[config.mk]
export PLATFORM = sky130hd
export DESIGN_NAME = iesamp_div
export DESIGN_NICKNAME = d
export VERILOG_FILES = /design/src/rtl/interpolated_emission_sampler_macros.svh /design/src/rtl/iesamp_pkg.sv /design/src/rtl/iesamp_div.sv
export SDC_FILE = /design/constraint.sdc
export NUM_CORES = 1
export LEC_CHECK = 0
export BUFFER_PORTS_ARGS = -buffer_cell sky130_fd_sc_hd__buf_2
export CAP_MARGIN = 20
export CORE_ASPECT_RATIO = 0.5
export CORE_MARGIN = 5
export CORE_UTILIZATION = 61
export DETAILED_ROUTE_END_ITERATION = 10
export GPL_TIMING_DRIVEN = 0
export PLACE_DENSITY = 0.85
export SYNTH_ARGS = -nofsm -noshare
export SYNTH_HDL_FRONTEND = slang
export SYNTH_SLANG_ARGS = --single-unit
[constraint.sdc]
create_clock -name clk -period 7.17 [get_ports clk]
set_clock_uncertainty 0.15 [all_clocks]
set_input_delay 0.717 -clock clk [delete_from_list [all_inputs] [get_ports clk]]
set_output_delay 0.717 -clock clk [all_outputs]
set_load 0.01 [all_outputs]
[src/rtl/interpolated_emission_sampler_macros.svh]
// assertion helpers used by the sampler module
`ifndef INTERPOLATED_EMISSION_SAMPLER_MACROS_SVH
`define INTERPOLATED_EMISSION_SAMPLER_MACROS_SVH

// condition implies consequence in the same cycle
`define IES_ASSERT_SAME(lbl, ck, rs, pre, post, msg) \
  lbl: assert property (@(posedge ck) disable iff (rs) (pre) |-> (post)) else $error(msg);

// condition implies consequence in the cycle after
`define IES_ASSERT_NEXT(lbl, ck, rs, pre, post, msg) \
  lbl: assert property (@(posedge ck) disable iff (rs) (pre) |=> (post)) else $error(msg);

`endif

[src/rtl/iesamp_pkg.sv]
package iesamp_pkg;

  localparam logic [1:0] KIND_EXC    = 2'd0;
  localparam logic [1:0] KIND_EMI    = 2'd1;
  localparam logic [1:0] KIND_INT    = 2'd2;
  localparam logic [1:0] KIND_SAMPLE = 2'd3;

  localparam logic [1:0] STAT_SAMPLED = 2'd0;
  localparam logic [1:0] STAT_PASS    = 2'd1;
  localparam logic [1:0] STAT_NONE    = 2'd2;
  localparam logic [1:0] STAT_LOAD    = 2'd3;

  localparam logic [1:0] REG_ROWS = 2'd0;
  localparam logic [1:0] REG_BINS = 2'd1;

  // 1239.84187 * 2^20 and 1240 * 2^20
  localparam logic [31:0] LAMBDA_NUM = 32'd1300068429;
  localparam logic [31:0] EMIT_NUM   = 32'd1300234240;
  localparam logic [19:0] ENERGY_MAX = 20'hFFFFF;

  localparam int DIV_STEPS = 32;

  typedef struct packed {
    logic [1:0]  kind;
    logic [5:0]  row_index;
    logic [7:0]  bin_index;
    logic [15:0] load_value;
    logic [19:0] excitation_energy;
    logic [15:0] uniform_draw;
  } item_t;

  typedef struct packed {
    logic [19:0] emitted_energy;
    logic [1:0]  status;
  } result_t;

  typedef struct packed {
    logic        go;
    logic [31:0] num;
    logic [31:0] den;
  } div_req_t;

  typedef enum logic [3:0] {
    ST_IDLE,
    ST_LAM,
    ST_ROW_RD,
    ST_ROW_CHK,
    ST_BIN_RD,
    ST_BIN_MUL,
    ST_BIN_SUM,
    ST_BIN_DIV,
    ST_BIN_ACC,
    ST_THRESH,
    ST_SCAN_RD,
    ST_SCAN_CHK,
    ST_EM_RD,
    ST_EM_CHK,
    ST_EM_DIV
  } state_t;

endpackage

[src/rtl/iesamp_div.sv]
module iesamp_div (
  input  logic                 clk,
  input  logic                 rst,
  input  iesamp_pkg::div_req_t req,
  output logic                 busy,
  output logic                 done,
  output logic [31:0]          quo
);
  import iesamp_pkg::*;

  localparam int CNT_W = $clog2(DIV_STEPS);

  logic [31:0]      rem;
  logic [31:0]      den;
  logic [CNT_W-1:0] cnt;
  logic [32:0]      shifted;
  logic             ge;

  // restoring division, one quotient bit a cycle
  assign shifted = {rem, quo[31]};
  assign ge      = shifted >= {1'b0, den};

  always_ff @(posedge clk) begin
    if (rst) begin
      busy <= 1'b0;
      done <= 1'b0;
    end else begin
      done <= 1'b0;
      if (req.go) begin
        busy <= 1'b1;
        rem  <= '0;
        quo  <= req.num;
        den  <= req.den;
        cnt  <= '0;
      end else if (busy) begin
        rem <= ge ? 32'(shifted - {1'b0, den}) : shifted[31:0];
        quo <= {quo[30:0], ge};
        cnt <= cnt + 1'b1;
        if (cnt == CNT_W'(DIV_STEPS - 1)) begin
          busy <= 1'b0;
          done <= 1'b1;
        end
      end
    end
  end

endmodule

==> flow_summary.json <==
{
  "outcome": "completed",
  "timing.final.setup_violations": 0,
  "netlist_instances": 523,
  "io_pins": 101,
  "cts_tree": "yes",
  "fin_area_um2": 7100,
  "gr-usage-all-layers": 0.241,
  "synth_area_per_cell_um2": 11.6,
  "grt_max_degree": 36,
  "final-hold-violation-count": 0,
  "placementRows": 25,
  "synth_top_flop_cell": "sky130_fd_sc_hd__edfxtp_1",
  "vdd_drop_max_mv": 0.143,
  "timing.critical_path.slowest_stage_cell": "sky130_fd_sc_hd__a211oi_1",
  "totalPowerFinal_w": 0.00175,
  "seqPwrFrac": 0.429,
  "numCtsBuffers": 9,
  "timing.critical_path.required_ns": 7.12,
  "max-slew-margin-rel": 0.334,
  "drt-vias-per-instance": 5.89,
  "drt.antenna.violating_nets": 0,
  "synthesis_warning_total": 0,
  "max_cap_violations": 0,
  "initialDrtViolationCount": 324,
  "ys_seq_area_frac": 0.506,
  "synth_edf_count": 101,
  "number_of_antenna_violations_at_the_first_check_in_global_routing": 0,
  "wl_um": 14000,
  "coreArea_um2": 9570,
  "routed_via_count": 4562,
  "timing.setup.critical_path_class": "reg -> reg",
  "final.setup.tns_ns": 0,
  "slowest_delay_ns": 0.43,
  "flow.area_growth_from_synthesis_pct": 17.0,
  "cts_htree_levels": 3,
  "dominant_delay_contributor_by_cell_family_on_the_critical_path": "compound AO/OA/AOI/OAI gates",
  "min_period_ns": 3.61,
  "holdCritPathClass": "reg -> reg",
  "clk_transition_reported_paths_ns": 0.08,
  "net_count_after_synthesis": 625,
  "drc": 0,
  "grt_setup_unrepaired": "false",
  "initial_utilization": 0.634,
  "critical_path.startpoint_type": "flop",
  "worst-path-max-fanout": 4,
  "cts.path.max_buffers": 2,
  "cts_setup_buffers": 0,
  "power.density_nw_per_um2": 246,
  "clock_power_share": 0.288,
  "critPathCaptureType": "flop",
  "routedWlPerCell_um": 18.0,
  "clock-sinks": 103,
  "floorplan.die_area_um2": 12200,
  "final_max_slew_viol_count": 0,
  "grt_first_pass_wirelength_um": 22500,
  "drt_pre_antenna_iters": 5,
  "place_congestion": 0.923,
  "placedCellCount": 759,
  "post_synth_instance_area_um2": 6070,
  "path_common_cell": "sky130_fd_sc_hd__o2111ai_1",
  "via_count_of_the_first_global_routing_pass": 4571,
  "path_cells": "inv_1, ha_1, fa_1, nor2b_1, o2111ai_1, a31oi_1, o2111ai_1, a211oi_1, nor2_1, a311oi_1, o22ai_1",
  "critical_path.n_buffers_inverters": 1,
  "die-height_um": 80.5,
  "switchingPower_w": 0.000555,
  "worst_slew_pin_slew_ns": 0.996,
  "timing.final.crit_share": 0.504,
  "diodes": 0,
  "share_of_final_layout_standard_cells_stronger_than_drive_strength_1": 0.280,
  "synth_cell_types": 60,
  "multiInputGateArea_um2": 2750,
  "cts.hold.buffers_added": 0,
  "intPower_w": 0.00120,
  "postSynthRegisterBits": 103,
  "insertion_delay_ns": 0.36,
  "maxClockFrequency_mhz": 277,
  "finalNetCount": 737,
  "switching_share": 0.317,
  "cts_root_buf": "sky130_fd_sc_hd__clkbuf_16",
  "dpl-instance-area_um2": 6800,
  "number_of_i_o_port_buffers": 99,
  "arrival_ns": 3.57,
  "gate_power_share": 0.282,
  "fp.dieW_um": 151,
  "detailedPlacementHpwl_um": 10200,
  "leakagePower_nw": 2.99,
  "final-instance-count-excl-fill": 775,
  "final_core_area_utilization": 0.742,
  "register_area_um2": 3070,
  "fill_cells": 639,
  "cts-resized-gates": 0,
  "async_reset_ff_frac": 0,
  "grt_overflow": 0
}
[metal layers]
metal,wire [um],share of wire,vias up,track usage
li1,-,-,2176,-
met1,5980,0.43,2172,0.310
met2,6510,0.47,191,0.393
met3,1230,0.088,23,0.0806
met4,231,0.017,0,0.0651
met5,0,0,-,0
[cell usage after synthesis, types with 7 or more instances]
master / n / area, um^2
sky130_fd_sc_hd__edfxtp_1: 101 / 3030
sky130_fd_sc_hd__nor2_1: 48 / 180
sky130_fd_sc_hd__a21oi_1: 40 / 200
sky130_fd_sc_hd__inv_1: 40 / 150
sky130_fd_sc_hd__ha_1: 34 / 425
sky130_fd_sc_hd__mux2_2: 32 / 360
sky130_fd_sc_hd__nand2_1: 31 / 116
sky130_fd_sc_hd__mux2i_1: 19 / 190
sky130_fd_sc_hd__xnor2_1: 17 / 149
sky130_fd_sc_hd__a21o_1: 15 / 113
sky130_fd_sc_hd__a211oi_2: 10 / 125
sky130_fd_sc_hd__nand3_1: 10 / 50.1
sky130_fd_sc_hd__nor2b_1: 9 / 56.3
sky130_fd_sc_hd__clkbuf_1: 8 / 30.0
sky130_fd_sc_hd__xor2_1: 7 / 61.3
[path summary, 6_finish.rpt]
kind | cells after the start | slack (ns) | end | startpoint
setup / recovery | 11 | 3.56 | rem[30]$_SDFFCE_PP0P_ | quo[31]$_DFFE_PP_
hold / removal | 1 | 0.35 | done$_SDFF_PP0_ | busy$_SDFF_PP0_
setup reg to reg | 11 | 3.56 | rem[30]$_SDFFCE_PP0P_ | quo[31]$_DFFE_PP_
hold reg to reg | 1 | 0.35 | done$_SDFF_PP0_ | busy$_SDFF_PP0_
[cells by family after synthesis]
family,Yosys count,synth area share
AO/OA/AOI/OAI,123,0.153
XOR/XNOR,24,0.0346
adder cells (fa/ha/maj),35,0.0734
buffers and inverters,60,0.0427
flip-flops,103,0.506
multiplexers,51,0.0907
AND/OR/NAND/NOR,127,0.100
[metrics by stage]
stage	worst slack [ns]	hold WS, ns
finish	3.56	0.345
global route	3.34	0.364
CTS	3.64	0.348
detailed placement	3.68	0.328
global placement	0.805	0.317
floorplan	2.33	0.350
[state kept, by name (all words and copies together) (netlist names)]
signal,cells
cnt,5
den,32
done,1
quo,32
busy,1
rem,32
[final cells by class]
class / count / share of cell area
buffer: 20 / 0.0153
clock buffer: 10 / 0.0336
clock inverter: 6 / 0.00951
inverter: 40 / 0.0211
multi-input combinational: 360 / 0.388
sequential: 103 / 0.433
tap: 135 / 0.0238
timing repair buffer: 101 / 0.0764
[power by group through the flow]
stage                     registers, W  clock network (W)  logic (W)
after floorplan               0.000765                  0   0.000361
after global placement        0.000766                  0   0.000462
after detailed placement      0.000764                  0   0.000483
after CTS                     0.000752           0.000510   0.000489
after global routing          0.000757           0.000539   0.000542
final                         0.000752           0.000505   0.000494
[cells in the final DEF, fill, tap and decap left out, types with 3 or more instances in the layout]
| cell type | n |
|---|---|
| sky130_fd_sc_hd__and3_1 | 4 |
| sky130_fd_sc_hd__xor2_1 | 7 |
| sky130_fd_sc_hd__a211oi_2 | 10 |
| sky130_fd_sc_hd__nand4_1 | 4 |
| sky130_fd_sc_hd__buf_2 | 102 |
| sky130_fd_sc_hd__nand3_1 | 10 |
| sky130_fd_sc_hd__mux2i_1 | 19 |
| sky130_fd_sc_hd__inv_1 | 40 |
| sky130_fd_sc_hd__nand2_1 | 31 |
| sky130_fd_sc_hd__edfxtp_1 | 101 |
| sky130_fd_sc_hd__a21o_1 | 15 |
| sky130_fd_sc_hd__xnor2_1 | 17 |
| sky130_fd_sc_hd__nor3_1 | 5 |
| sky130_fd_sc_hd__a21oi_1 | 40 |
| sky130_fd_sc_hd__a31oi_1 | 6 |
| sky130_fd_sc_hd__o21ai_0 | 6 |
| sky130_fd_sc_hd__o2111ai_1 | 6 |
| sky130_fd_sc_hd__clkbuf_16 | 9 |
| sky130_fd_sc_hd__a211oi_1 | 5 |
| sky130_fd_sc_hd__nor2_1 | 46 |
| sky130_fd_sc_hd__mux2_2 | 32 |
| sky130_fd_sc_hd__o22ai_1 | 4 |
| sky130_fd_sc_hd__o21a_1 | 3 |
| sky130_fd_sc_hd__o211ai_1 | 4 |
| sky130_fd_sc_hd__o21bai_1 | 5 |
| sky130_fd_sc_hd__nand2b_1 | 3 |
| sky130_fd_sc_hd__buf_1 | 5 |
| sky130_fd_sc_hd__clkbuf_1 | 8 |
| sky130_fd_sc_hd__and2_1 | 3 |
| sky130_fd_sc_hd__nor2b_1 | 9 |
| sky130_fd_sc_hd__ha_1 | 34 |
| sky130_fd_sc_hd__inv_8 | 3 |
(Power assumes the default switching activity.)
